**config.mk**
```make
export PLATFORM = sky130hd
export DESIGN_NAME = esic_dly
export DESIGN_NICKNAME = d
export VERILOG_FILES = /design/src/rtl/core/env_sensor_integer_compensation_defines.svh /design/src/rtl/core/esic_pkg.sv /design/src/rtl/core/esic_dly.sv
export SDC_FILE = /design/constraint.sdc
export NUM_CORES = 1
export LEC_CHECK = 0
export BUFFER_PORTS_ARGS = -buffer_cell sky130_fd_sc_hd__buf_2
export CORE_MARGIN = 2
export CORE_UTILIZATION = 58
export DETAILED_ROUTE_END_ITERATION = 10
export PLACE_DENSITY = 0.92
export SLEW_MARGIN = 20
export SYNTH_ARGS = -nofsm -noshare
export SYNTH_HDL_FRONTEND = slang
export SYNTH_SLANG_ARGS = --single-unit
```
**constraint.sdc**
```tcl
create_clock -name clk -period 1.6 [get_ports clk]
set_clock_uncertainty 0.2 [all_clocks]
set_input_delay 0 -clock clk [delete_from_list [all_inputs] [get_ports clk]]
set_output_delay 0 -clock clk [all_outputs]
set_load 0.1 [all_outputs]
```
**src/rtl/core/env_sensor_integer_compensation_defines.svh**
```systemverilog
// Assertion macros shared by the sensor compensation RTL
`ifndef ENV_SENSOR_INTEGER_COMPENSATION_DEFINES_SVH
`define ENV_SENSOR_INTEGER_COMPENSATION_DEFINES_SVH

// same-cycle implication, disabled in reset
`define ESIC_ASSERT_IMPL(lbl, ck, rn, ante, cons) \
	lbl: assert property (@(posedge ck) disable iff (!rn) (ante) |-> (cons)) \
		else $error("esic assertion failed");

// next-cycle implication, disabled in reset
`define ESIC_ASSERT_NEXT(lbl, ck, rn, ante, cons) \
	lbl: assert property (@(posedge ck) disable iff (!rn) (ante) |=> (cons)) \
		else $error("esic assertion failed");

`endif

```
**src/rtl/core/esic_pkg.sv**
```systemverilog
// Shared types and constants of the sensor compensation pipeline
`default_nettype none
package esic_pkg;

	localparam int RAW_TP_W   = 20;
	localparam int RAW_H_W    = 16;
	localparam int TEMP_W     = 22;
	localparam int PRESS_W    = 32;
	localparam int HUM_W      = 17;
	localparam int FINE_W     = 26;
	localparam int CFG_IDX_W  = 3;
	localparam int CFG_DATA_W = 64;

	localparam int FINE_T_P_OFS = 128000;
	localparam int P_BASE       = 1048576;
	localparam int P_SCALE      = 3125;
	localparam int FINE_T_H_OFS = 76800;
	localparam int H_MAX        = 419430400;
	localparam int H_ROUND      = 16384;
	localparam int H_BIAS       = 2097152;
	localparam int H_HALF       = 32768;
	localparam int H_ROUND2     = 8192;

	localparam logic [HUM_W-1:0] HUM_MAX_Q = HUM_W'(H_MAX / 4096);
	localparam logic [63:0]      OFS47     = 64'h0000_8000_0000_0000;

	// divider geometry: 64-bit dividend, divisor magnitude below 2^31
	localparam int DIV_NUM_W = 64;
	localparam int DIV_DEN_W = 32;

	// latencies in cycles
	localparam int TEMP_FINE_LAT  = 4;
	localparam int TEMP_OUT_LAT   = 5;
	localparam int HUM_LAT        = 12;
	localparam int PRESS_PRE_LAT  = 7;
	localparam int PRESS_POST_LAT = 8;
	localparam int PRESS_LAT      = PRESS_PRE_LAT + DIV_NUM_W + PRESS_POST_LAT;
	localparam int PIPE_LAT       = TEMP_FINE_LAT + PRESS_LAT;

	typedef enum logic [CFG_IDX_W-1:0] {
		REG_TEMP     = 3'd0,
		REG_PRESS_LO = 3'd1,
		REG_PRESS_HI = 3'd2,
		REG_MIXED    = 3'd3,
		REG_HUM      = 3'd4
	} cfg_reg_t;

	typedef struct packed {
		logic        [15:0] t1;
		logic signed [15:0] t2;
		logic signed [15:0] t3;
		logic        [15:0] p1;
		logic signed [15:0] p2;
		logic signed [15:0] p3;
		logic signed [15:0] p4;
		logic signed [15:0] p5;
		logic signed [15:0] p6;
		logic signed [15:0] p7;
		logic signed [15:0] p8;
		logic signed [15:0] p9;
		logic        [7:0]  h1;
		logic signed [15:0] h2;
		logic        [7:0]  h3;
		logic signed [15:0] h4;
		logic signed [15:0] h5;
		logic signed [7:0]  h6;
	} coef_t;

	typedef struct packed {
		logic neg;
		logic inv;
	} div_side_t;

endpackage
`default_nettype wire

```
**src/rtl/core/esic_dly.sv**
```systemverilog
// Enabled shift line that aligns a side path to the main pipeline
`default_nettype none
module esic_dly import esic_pkg::*; #(
	parameter int WIDTH = TEMP_W,
	parameter int DEPTH = TEMP_FINE_LAT
) (
	input  wire logic             clk,
	input  wire logic             en,
	input  wire logic [WIDTH-1:0] d,
	output logic      [WIDTH-1:0] q
);

	logic [WIDTH-1:0] sh_s [DEPTH];

	always_ff @(posedge clk) begin
		if (en) begin
			sh_s[0] <= d;
			for (int i = 1; i < DEPTH; i++) begin
				sh_s[i] <= sh_s[i-1];
			end
		end
	end

	assign q = sh_s[DEPTH-1];

endmodule
`default_nettype wire

```
**Word-level counts from Yosys, hierarchy flattened**

Memories as Yosys holds them, arrays and structs flattened.
Cells that the tools add are included.

- Input port bits: 24
- Bits in latches: 0
- ROM bits: 0
- Memories kept: 1
- Output and inout bits: 22
- Logic and storage cells: 3
- Memory bits (writable): 88
- Bits in registers: 0

- Equal/unequal tests: 0
- Magnitude comparators: 0
- Divide/modulo/power cells: 0
- Shift operators: 0
- Add/sub/neg operators: 0
- Multipliers: 0
- Multiplexer cells: 2
- Reduce and logical (&&, ||, !) cells: 0
- Bitwise operators: 0

Memories:

| name | words | width | rd ports | clocked after Yosys merged registers in | write ports | RTL line | source |
|---|---|---|---|---|---|---|---|
| sh_s | 4 | 22 | 4 | 0 | 4 | esic_dly.sv:13 | `logic [WIDTH-1:0] sh_s [DEPTH];` |

Operator list:

| cell | number |
|---|---|
| 1-bit 2-to-1 mux | 2 |

**Logic depth before layout (Yosys ltp)**

- Depth after elaboration: 2
- Mapped depth: 0
- Gate-level depth less buffers: 0

**Worst setup path after synthesis**

OpenSTA, ideal clock, no wires.

- Path type: flip-flop to output port
- Start point: memory sh_s[3][0] (netlist bit)
- End point: output port q[0]
- Setup slack: 496 ps
- Path buffers: 0
- Required time: 1400 ps
- Data arrival time: 904 ps
- Cell stages (with the launch flop): 1
- Path through: edfxtp_1

RTL lines:

| element | RTL line | source |
|---|---|---|
| start, declared | esic_dly.sv:13 |  |
| end, declared | esic_dly.sv:10 | `output logic [WIDTH-1:0] q` |

==> impl_results.md <==
- Outcome: finished clean
- Fin crit period: 1.32 ns
- Biggest register: sh_s
- Register area: 2640 um2
- Total number of vias: 1082
- Vias per std cell: 4.77
- Maxcap violations: 0
- First-pass GRT wire length: 5.42 mm
- GPL Wtd Cong: 0.587
- Crit path DAT: 1.16 ns
- Chip Height: 71.5 um
- RSZ-0062 raised after global routing: no
- Initial Util: 60.3%
- Share of layout cells above drive strength 1: 35.4%
- Latest clock arrival within the worst-skew pair: 0.34 ns
- Slew @ Worst Pin: 0.494 ns
- CP required: 1.44 ns
- Total Nets Final: 194
- Multi-input logic area: 0 um2
- Post-DP HPWL: 1.90 mm
- Fillers: 216
- Average cell area after synthesis: 30.0 um2
- Initial DRC Count: 57
- Final Hold Fails: 0
- Post-Synthesis Cells: 88
- DR DRC count: 0
- Final worst-path cycle share: 82.3%
- Synth warn: 0
- Yosys cell types: 1
- Core area: 4380 um2
- Input/output buffers: 45
- Ant diodes: 0
- Final hold slack: 0.168 ns
- Syn Std Cell Area: 2640 um2
- VDD IR-drop max: 0.000900 V
- Setup violation total in the final timing report: 0
- Htree depth: 3
- Cts bufs inserted: 9
- Pwr Density: 1340 nW/um2
- Routed length per placed instance: 15.3 um
- Final TNS setup: 0 ns
- Post-detailed-routing wire length: 3.48 mm
- Critical Path Source Type: input port
- Final ANT Viol Nets: 0
- Largest regs: sh_s (88)
- # IOs: 46
- CTS Root Cell: clkbuf_8
- Worst Hold Class: in -> reg
- Die width: 71.5 um
- Max reg flops: 88
- Syn Nets: 112
- #MultiIn Comb: 0
- GRT Overall Usage: 15.6%
- Initial antenna violation count: 0
- P&R area growth vs syn: 28.7%
- Largest net degree at the start of global routing: 30
- Die area: 5110 um2
- Setup CP Type: in -> reg
- Max Fclk: 760 MHz
- DR pass1 iterations: 4
- Crit Path Max Fanout: 27
- Clock slew at reported path FFs: 0.08 ns
- Max clock buf depth: 2
- Max-slew headroom: 67.3%
- Register area share after synthesis: 100%
- Final Max Slew Viols: 0
- Leakage: 1.25 nW
- CP Capture Type: flip-flop
- Clk sinks: 88
- Cts repair resizes: 0
- Synth Register Bits: 88
- Row count: 24
- Vias in the first global route: 1099
- Overflow after GRT: 0
- TritonCTS clock tree: built
-- logic make-up (layout without fill, tap and decap cells) --
group	count (synthesis)	in the layout	synth area share [%]
flip-flops	88	88	100
buffers and inverters	0	87	0
-- path summary, 6_finish.rpt --
path,startpoint,to,slack (ns),cells after the start
hold / removal,d[10],sh_s[0][10],0.17,2
setup reg to reg,sh_s[0][0],sh_s[1][0],0.72,0
hold reg to reg,sh_s[0][12],sh_s[1][12],0.22,0
setup / recovery,en,sh_s[3][9],0.28,3
-- cell usage in the layout (no fill, tap or decap), types with 2 or more instances in the layout --
master	n
buf_2	44
clkbuf_8	9
edfxtp_1	88
buf_12	2
buf_4	2
dlygate4sd3_1	23
clkinv_2	2
-- through the flow --
step | worst slack [ns] | total power [mW] | utilization, % | cell area [um2] | std cells
4_1_cts | 0.276 | 4.56 | 77.6 | 3400 | 227
2_1_floorplan | 0.496 | 3.02 | - | 2640 | 88
3_3_place_gp | 0.534 | 3.12 | 68.0 | 2980 | 188
3_5_place_dp | 0.479 | 3.15 | 68.0 | 2980 | 188
5_1_grt | 0.236 | 4.69 | 77.6 | 3400 | 227
6_report | 0.283 | 4.55 | 77.6 | 3400 | 227
-- per-layer routing --
layer / track usage (%) / routed length (um)
met5: 0 / 0
met4: 11.3 / 95
met3: 4.36 / 135
met2: 24.1 / 1810
met1: 19.0 / 1430
-- Yosys cell counts --
cell | n | share of area (%)
edfxtp_1 | 88 | 100
-- power breakdown --
part	total [mW]	internal [mW]	switching, mW
sequential	2.75	2.71	0.0410
clock	1.40	0.713	0.692
combinational	0.386	0.0881	0.298
-- area by class of cell --
| class | instances | share of cell area (%) |
|---|---|---|
| clock buffer | 10 | 3.75 |
| clock inverter | 6 | 1.77 |
| sequential | 88 | 77.7 |
| tap | 52 | 1.91 |
| timing repair buffer | 71 | 14.9 |
-- critical path, cell delays in order --
cell and delay [ns]:
dlygate4sd3_1 0.53, buf_4 0.34, buf_4 0.28
-- what timing repair did --
item | CTS | global route
hold endpoints to repair | 46 | 0
buffers inserted | 0 | 0
hold buffers | 23 | 0
Note: power is estimated with default switching activity, not from simulation.
