`src/rtl/core/env_sensor_integer_compensation_defines.svh`:
```
// Assertion macros shared by the sensor compensation RTL
`ifndef ENV_SENSOR_INTEGER_COMPENSATION_DEFINES_SVH
`define ENV_SENSOR_INTEGER_COMPENSATION_DEFINES_SVH

// same-cycle implication, disabled in reset
`define ESIC_ASSERT_IMPL(lbl, ck, rn, ante, cons) \
	lbl: assert property (@(posedge ck) disable iff (!rn) (ante) |-> (cons)) \
		else $error("esic assertion failed");

// next-cycle implication, disabled in reset
`define ESIC_ASSERT_NEXT(lbl, ck, rn, ante, cons) \
	lbl: assert property (@(posedge ck) disable iff (!rn) (ante) |=> (cons)) \
		else $error("esic assertion failed");

`endif

```
`src/rtl/core/esic_pkg.sv`:
```
// Shared types and constants of the sensor compensation pipeline
`default_nettype none
package esic_pkg;

	localparam int RAW_TP_W   = 20;
	localparam int RAW_H_W    = 16;
	localparam int TEMP_W     = 22;
	localparam int PRESS_W    = 32;
	localparam int HUM_W      = 17;
	localparam int FINE_W     = 26;
	localparam int CFG_IDX_W  = 3;
	localparam int CFG_DATA_W = 64;

	localparam int FINE_T_P_OFS = 128000;
	localparam int P_BASE       = 1048576;
	localparam int P_SCALE      = 3125;
	localparam int FINE_T_H_OFS = 76800;
	localparam int H_MAX        = 419430400;
	localparam int H_ROUND      = 16384;
	localparam int H_BIAS       = 2097152;
	localparam int H_HALF       = 32768;
	localparam int H_ROUND2     = 8192;

	localparam logic [HUM_W-1:0] HUM_MAX_Q = HUM_W'(H_MAX / 4096);
	localparam logic [63:0]      OFS47     = 64'h0000_8000_0000_0000;

	// divider geometry: 64-bit dividend, divisor magnitude below 2^31
	localparam int DIV_NUM_W = 64;
	localparam int DIV_DEN_W = 32;

	// latencies in cycles
	localparam int TEMP_FINE_LAT  = 4;
	localparam int TEMP_OUT_LAT   = 5;
	localparam int HUM_LAT        = 12;
	localparam int PRESS_PRE_LAT  = 7;
	localparam int PRESS_POST_LAT = 8;
	localparam int PRESS_LAT      = PRESS_PRE_LAT + DIV_NUM_W + PRESS_POST_LAT;
	localparam int PIPE_LAT       = TEMP_FINE_LAT + PRESS_LAT;

	typedef enum logic [CFG_IDX_W-1:0] {
		REG_TEMP     = 3'd0,
		REG_PRESS_LO = 3'd1,
		REG_PRESS_HI = 3'd2,
		REG_MIXED    = 3'd3,
		REG_HUM      = 3'd4
	} cfg_reg_t;

	typedef struct packed {
		logic        [15:0] t1;
		logic signed [15:0] t2;
		logic signed [15:0] t3;
		logic        [15:0] p1;
		logic signed [15:0] p2;
		logic signed [15:0] p3;
		logic signed [15:0] p4;
		logic signed [15:0] p5;
		logic signed [15:0] p6;
		logic signed [15:0] p7;
		logic signed [15:0] p8;
		logic signed [15:0] p9;
		logic        [7:0]  h1;
		logic signed [15:0] h2;
		logic        [7:0]  h3;
		logic signed [15:0] h4;
		logic signed [15:0] h5;
		logic signed [7:0]  h6;
	} coef_t;

	typedef struct packed {
		logic neg;
		logic inv;
	} div_side_t;

endpackage
`default_nettype wire

```
`src/rtl/core/esic_temp.sv`:
```
// Fine temperature and centi-degree temperature, five stages
`default_nettype none
module esic_temp import esic_pkg::*; (
	input  wire logic                clk,
	input  wire logic                en,
	input  wire logic [RAW_TP_W-1:0] raw_t,
	input  wire coef_t               coef,
	output logic signed [FINE_W-1:0] fine,
	output logic signed [TEMP_W-1:0] temp
);

	logic signed [17:0]       d1_s1;
	logic signed [16:0]       d2_s1;
	logic signed [33:0]       m1_s2;
	logic signed [33:0]       sq_s2;
	logic signed [22:0]       tm1_s3;
	logic signed [37:0]       m2_s3;
	logic signed [FINE_W-1:0] fine_s4;
	logic signed [FINE_W+2:0] t5;
	logic signed [TEMP_W-1:0] temp_s5;

	assign t5 = (FINE_W+3)'((FINE_W+3)'(fine_s4) * 5 + 128);

	always_ff @(posedge clk) begin
		if (en) begin
			d1_s1   <= $signed({1'b0, raw_t[19:3]}) - $signed({1'b0, coef.t1, 1'b0});
			d2_s1   <= $signed({1'b0, raw_t[19:4]}) - $signed({1'b0, coef.t1});
			m1_s2   <= 34'(d1_s1) * 34'($signed(coef.t2));
			sq_s2   <= 34'(d2_s1) * 34'(d2_s1);
			tm1_s3  <= 23'(m1_s2 >>> 11);
			m2_s3   <= 38'(sq_s2 >>> 12) * 38'($signed(coef.t3));
			fine_s4 <= FINE_W'(tm1_s3) + FINE_W'(m2_s3 >>> 14);
			temp_s5 <= TEMP_W'(t5 >>> 8);
		end
	end

	assign fine = fine_s4;
	assign temp = temp_s5;

endmodule
`default_nettype wire

```
`config.mk`:
```
export PLATFORM = sky130hd
export DESIGN_NAME = esic_temp
export DESIGN_NICKNAME = d
export VERILOG_FILES = /design/src/rtl/core/env_sensor_integer_compensation_defines.svh /design/src/rtl/core/esic_pkg.sv /design/src/rtl/core/esic_temp.sv
export SDC_FILE = /design/constraint.sdc
export NUM_CORES = 2
export LEC_CHECK = 0
export ABC_AREA = 1
export ABC_CLOCK_PERIOD_IN_PS = 7400
export BUFFER_PORTS_ARGS = -buffer_cell sky130_fd_sc_hd__buf_4
export CAP_MARGIN = 10
export CORE_MARGIN = 5
export CORE_UTILIZATION = 42
export CTS_CLUSTER_SIZE = 24
export DETAILED_ROUTE_END_ITERATION = 10
export GPL_TIMING_DRIVEN = 0
export PLACE_DENSITY = 0.64
export SLEW_MARGIN = 20
export SYNTH_ARGS = -nofsm -noshare
export SYNTH_HDL_FRONTEND = slang
export SYNTH_SLANG_ARGS = --single-unit
```
`constraint.sdc`:
```
create_clock -name clk -period 7.4 [get_ports clk]
set_clock_uncertainty 0.05 [all_clocks]
set_input_delay 0.37 -clock clk [delete_from_list [all_inputs] [get_ports clk]]
set_output_delay 0.37 -clock clk [all_outputs]
set_load 0.05 [all_outputs]
```
# Word level (Yosys, flattened, before mapping)
# Index checks and enable logic that the tools add are counted.
[word_totals]
ramBits = 0
regBits = 210
inputBits = 286
wordCells = 16
mem_count = 0
romBits = 0
latchBits = 0
[op_classes]
shift = 0
n_reduce_logical = 0
n_eq_ne = 0
n_mux = 0
div = 0
multipliers = 4
add_sub_neg = 4
bitwise = 0
magnitude_cmp = 0
[ops]
columns = ["cell", "count"]
rows = [
  ["$mul 22x16->38", 1],
  ["$mul 17x17->34", 1],
  ["$mul 18x16->34", 1],
  ["$add 29x9->29 const B", 1],
  ["$mul 25x4->29 const B", 1],
  ["$add 23x24->25", 1],
  ["$sub 17x17->18", 1],
  ["$sub 16x16->17", 1],
]

# Depth between registers and ports, before layout
[depth]
depth_word = 2
depth_mapped = 29
ltp_nobuf = 27

# Worst setup path after synthesis
# OpenSTA, ideal clock, no wires.
[synth_timing]
kind = "reg-to-reg"
start = "reg, netlist name d1_s1[3]"
end = "reg sq_s2[29] (data pin)"
arrival_ns = 5.425
setup_time_ns = 0.253
stages_incl_launch_ff = 23
setup_slack_ns = 1.673
path_buffers = 2
cell_sequence = "edfxtp_1 -> buf_2 -> clkbuf_1 -> nand2_1 -> inv_1 -> fa_1 -> fa_1 -> inv_1 -> fa_1 -> inv_1 -> fa_1 -> fa_1 -> inv_1 -> fa_1 -> inv_1 -> ha_1 -> nand2_1 -> nor2_1 -> inv_1 -> nor4_1 -> nand2_1 -> nand4_1 -> nand2_1"
[synth_rtl]
columns = ["item", "line_no", "source"]
rows = [
  ["to (signal assigned)", "esic_temp.sv:29", "sq_s2 <= 34'(d2_s1) * 34'(d2_s1);"],
  ["to (decl)", "esic_temp.sv:15", "logic signed [33:0] sq_s2;"],
]

==> flow_summary_export.csv <==
group,metric,value,unit
setup_path,required,7550,ps
cts,root_buffer,"clkbuf_16",
floorplan,row_count,118,
cts,cts.sinks,156,
cts,tritoncts,"yes",
synthesis,yosysWarnings,0,
cts,clock_path_buffers,2,
global_route,track_usage,22.2,%
floorplan,die_y,333,um
synthesis,synthMuxAreaShare,0,%
synthesis,postSynth.asyncResetShare,0,%
finish,finalNetCount,7017,
routing,initialDrtViolationCount,2337,
sta,post-route-min-period,7030,ps
floorplan,start_util,42.3,%
sta,hold_viol_final,0,
routing,drt_wl_total,121000,um
place,port_buffers,99,
finish,syn2layout_area_growth,7.07,%
setup_path,rr_worst_depth,22,
outcome,status,"complete, no violations",
global_route,grt_max_degree,82,
setup_path,crit_fanout,10,
synthesis,synth_most_common_cell,"inv_1",
synthesis,syn_area_per_cell,8.21,um^2
setup_path,worst_r2r_endpoint,"sq_s2[33]",
min_path,hold_path_end,"d1_s1[1]",
place,gp_congestion,0.954,
synthesis,ys_types,44,
synthesis,synth-adder-area-share,51.8,%
global_route,overflow,0,
setup_path,crit_path_cell_trace,"clkbuf_1 -> clkbuf_1 -> nand2_1 -> inv_1 -> fa_1 -> fa_1 -> inv_1 -> fa_1 -> inv_1 -> fa_1 -> fa_1 -> inv_1 -> fa_1 -> inv_1 -> ha_1 -> nand2_1 -> nor2_1 -> inv_1 -> nor4_1 -> nand2_1 -> nand3_1 -> nand2_1",
setup_path,rrSetupSlack,370,ps
global_route,grt_pass1_vias,36000,
synthesis,ys_ff_latch,156,
synthesis,synth_top_family_by_area,"adder cells",
setup_path,start_kind,"flop",
routing,viasPerCell,4.94,
synthesis,ys.flop_type,"edfxtp_1",
synthesis,synth_edf_count,156,
synthesis,synthTopCellsByCount,"1592 x inv_1, 1204 x nand2_1, 911 x fa_1, 360 x ha_1, 241 x nor2_1",
floorplan,num_io_pins,334,
global_route,grt_antenna_before_repair,5,
synthesis,yosysSeqAreaShare,10.7,%
synthesis,netlist.area_leader.share,41.6,%
sta,setup_viol,0,
finish,fillers,10400,
setup_path,cp-end-kind,"flop",
min_path,hold_start,"coef[248]",
sta,fin_setup_tns,0,ps
synthesis,synth_compound_area_share,4.87,%
job,maxCapViolCount,0,
floorplan,dieArea,0.111,mm^2
cts,clk_latency,500,ps
sta,slew_viol_final,0,
finish,layout-drive-gt1-share,3.42,%
min_path,min_path_type,"in2reg",
floorplan,fp.coreArea,0.104,mm^2
sta,grt_setup_unrepaired,"false",
routing,route.detailed.drc,0,
synthesis,synth_area_leaders,"fa_1 42%, inv_1 14%, edfxtp_1 11%",
setup_path,path_class,"reg2reg",
sta,fmax,142,MHz
global_route,grt_pass1_wl,192000,um
cts,clk_pin_slew,90,ps
synthesis,synthXorXnorAreaFrac,2.40,%
cts,cts_max_level,4,
synthesis,syn_inst,5341,
setup_path,slowest_stage,"fa_1",
sta,max_slew_margin,31.9,%
place,dp_hpwl,104000,um
synthesis,syn-cell-area,0.0439,mm^2
routing,drt_pre_antenna_iters,6,
routing,routed-via-count,33900,
cts,cts_setup_buffers,0,
synthesis,synth-simple-area-share,15.1,%
routing,antenna_left,0,
sta,fin_crit_sh,94.9,%
floorplan,die_x,333,um
synthesis,syn_nets,6898,
min_path,min_path_cells,3,
sta,worst_slew_pin_slew,1020,ps
synthesis,synth_top_cell_by_area,"fa_1",
cts,cts_buffers,17,
routing,wl_per_cell,17.6,um
setup_path,r2r_start,"d1_s1[8]",
setup_path,worstPathArrival,7180,ps
setup_path,cpPeakStageDelay,710,ps
[layout by cell type, fill, tap and decap left out, types with 3 or more instances in the layout]
| cell | n |
|---|---|
| o21ai_0 | 97 |
| buf_1 | 13 |
| nand2_2 | 16 |
| nand2_1 | 1204 |
| nand4_1 | 17 |
| nor4_1 | 10 |
| a21boi_0 | 8 |
| o211ai_1 | 11 |
| or2_2 | 13 |
| a31oi_1 | 15 |
| nor2_2 | 3 |
| a21o_1 | 26 |
| a21oi_1 | 171 |
| o21bai_1 | 26 |
| and3_1 | 3 |
| ha_1 | 360 |
| clkbuf_1 | 143 |
| inv_6 | 4 |
| o21ai_1 | 4 |
| nor2_1 | 241 |
| inv_8 | 4 |
| xnor2_1 | 36 |
| buf_2 | 4 |
| fa_1 | 911 |
| nand3_1 | 106 |
| clkbuf_2 | 3 |
| inv_1 | 1592 |
| diode_2 | 3 |
| buf_4 | 103 |
| edfxtp_1 | 156 |
| o21a_1 | 5 |
| a211oi_1 | 3 |
| clkbuf_16 | 17 |
| clkinvlp_4 | 3 |
| nor2_4 | 3 |
| xor2_1 | 84 |
| nor3_1 | 30 |
[routing by layer]
| metal | share of wire, % | wire length [um] | GRT usage, % | up-vias |
|---|---|---|---|---|
| met4 | 3.8 | 4640 | 7.92 | 0 |
| met2 | 49 | 59300 | 38.2 | 1189 |
| met5 | 0 | 0 | 0 | - |
| met1 | 40 | 47700 | 28.1 | 16700 |
| li1 | - | - | - | 15700 |
| met3 | 7.6 | 9160 | 4.29 | 243 |
[sequential cells by signal, indices dropped and copies added (netlist names)]
| name | count |
|---|---|
| d1_s1 | 18 |
| fine | 25 |
| m1_s2 | 23 |
| m2_s3 | 24 |
| sq_s2 | 22 |
| temp | 21 |
| tm1_s3 | 23 |
[what timing repair did]
| item | 4_1_cts | 5_1_grt |
|---|---|---|
| hold buffers | 1 | 0 |
| endpoints found under the setup margin | 0 | 16 |
| hold endpoints to repair | 1 | 0 |
| resized for setup | 0 | 8 |
[layout make-up]
| type | count | area [um^2] | share of cell area [%] |
|---|---|---|---|
| timing repair buffer | 101 | 788 | 1.68 |
| buffer | 168 | 658 | 1.40 |
| inverter | 1593 | 5980 | 12.7 |
| multi-input combinational | 3423 | 32500 | 69.3 |
| tap | 1380 | 1730 | 3.68 |
| antenna | 3 | 7.51 | 0.0160 |
| clock inverter | 14 | 154 | 0.328 |
| clock buffer | 17 | 425 | 0.906 |
| sequential | 156 | 4680 | 9.97 |
[logic make-up after synthesis]
logic type | count (synthesis)
adders and majority gates | 1271
buffers and inverters | 1762
and+or+nand+nor | 1657
AOI/OAI and AO/OA | 375
xor gates and xnor gates | 120
DFF | 156
[per-stage QoR]
| stage | instances | setup WS, ps | utilization, % | hold WS, ps | instance area (um^2) |
|---|---|---|---|---|---|
| global route | 6852 | 74.2 | 45.3 | 211 | 47000 |
| detailed placement | 6821 | 259 | 44.7 | 355 | 46400 |
| global placement | 6820 | 305 | 44.7 | 352 | 46300 |
| finish | 6855 | 374 | 45.3 | 215 | 47000 |
| CTS | 6853 | 226 | 45.3 | 166 | 47000 |
| floorplan | 5341 | 1670 | - | 350 | 43900 |
[critical path: cells and delay by family (launching register included)]
family	cells	cell delay, ps
flip-flops	1	490
AND/OR/NAND/NOR	7	1030
buffers and inverters	8	1580
adder cells (fa/ha/maj)	7	3570
[how the worst max path moves through the flow]
stage,start,end,cells after the start
final,d1_s1[8],sq_s2[33],22
after global routing,d1_s1[3],sq_s2[33],24
after CTS,d1_s1[3],sq_s2[29],22
after detailed placement,d1_s1[17],m1_s2[33],22
after global placement,d1_s1[3],sq_s2[33],22
after floorplan,d1_s1[3],sq_s2[29],22
Power is not shown: default switching activity piles up to over one toggle a cycle in this logic, so the estimate is an artifact.
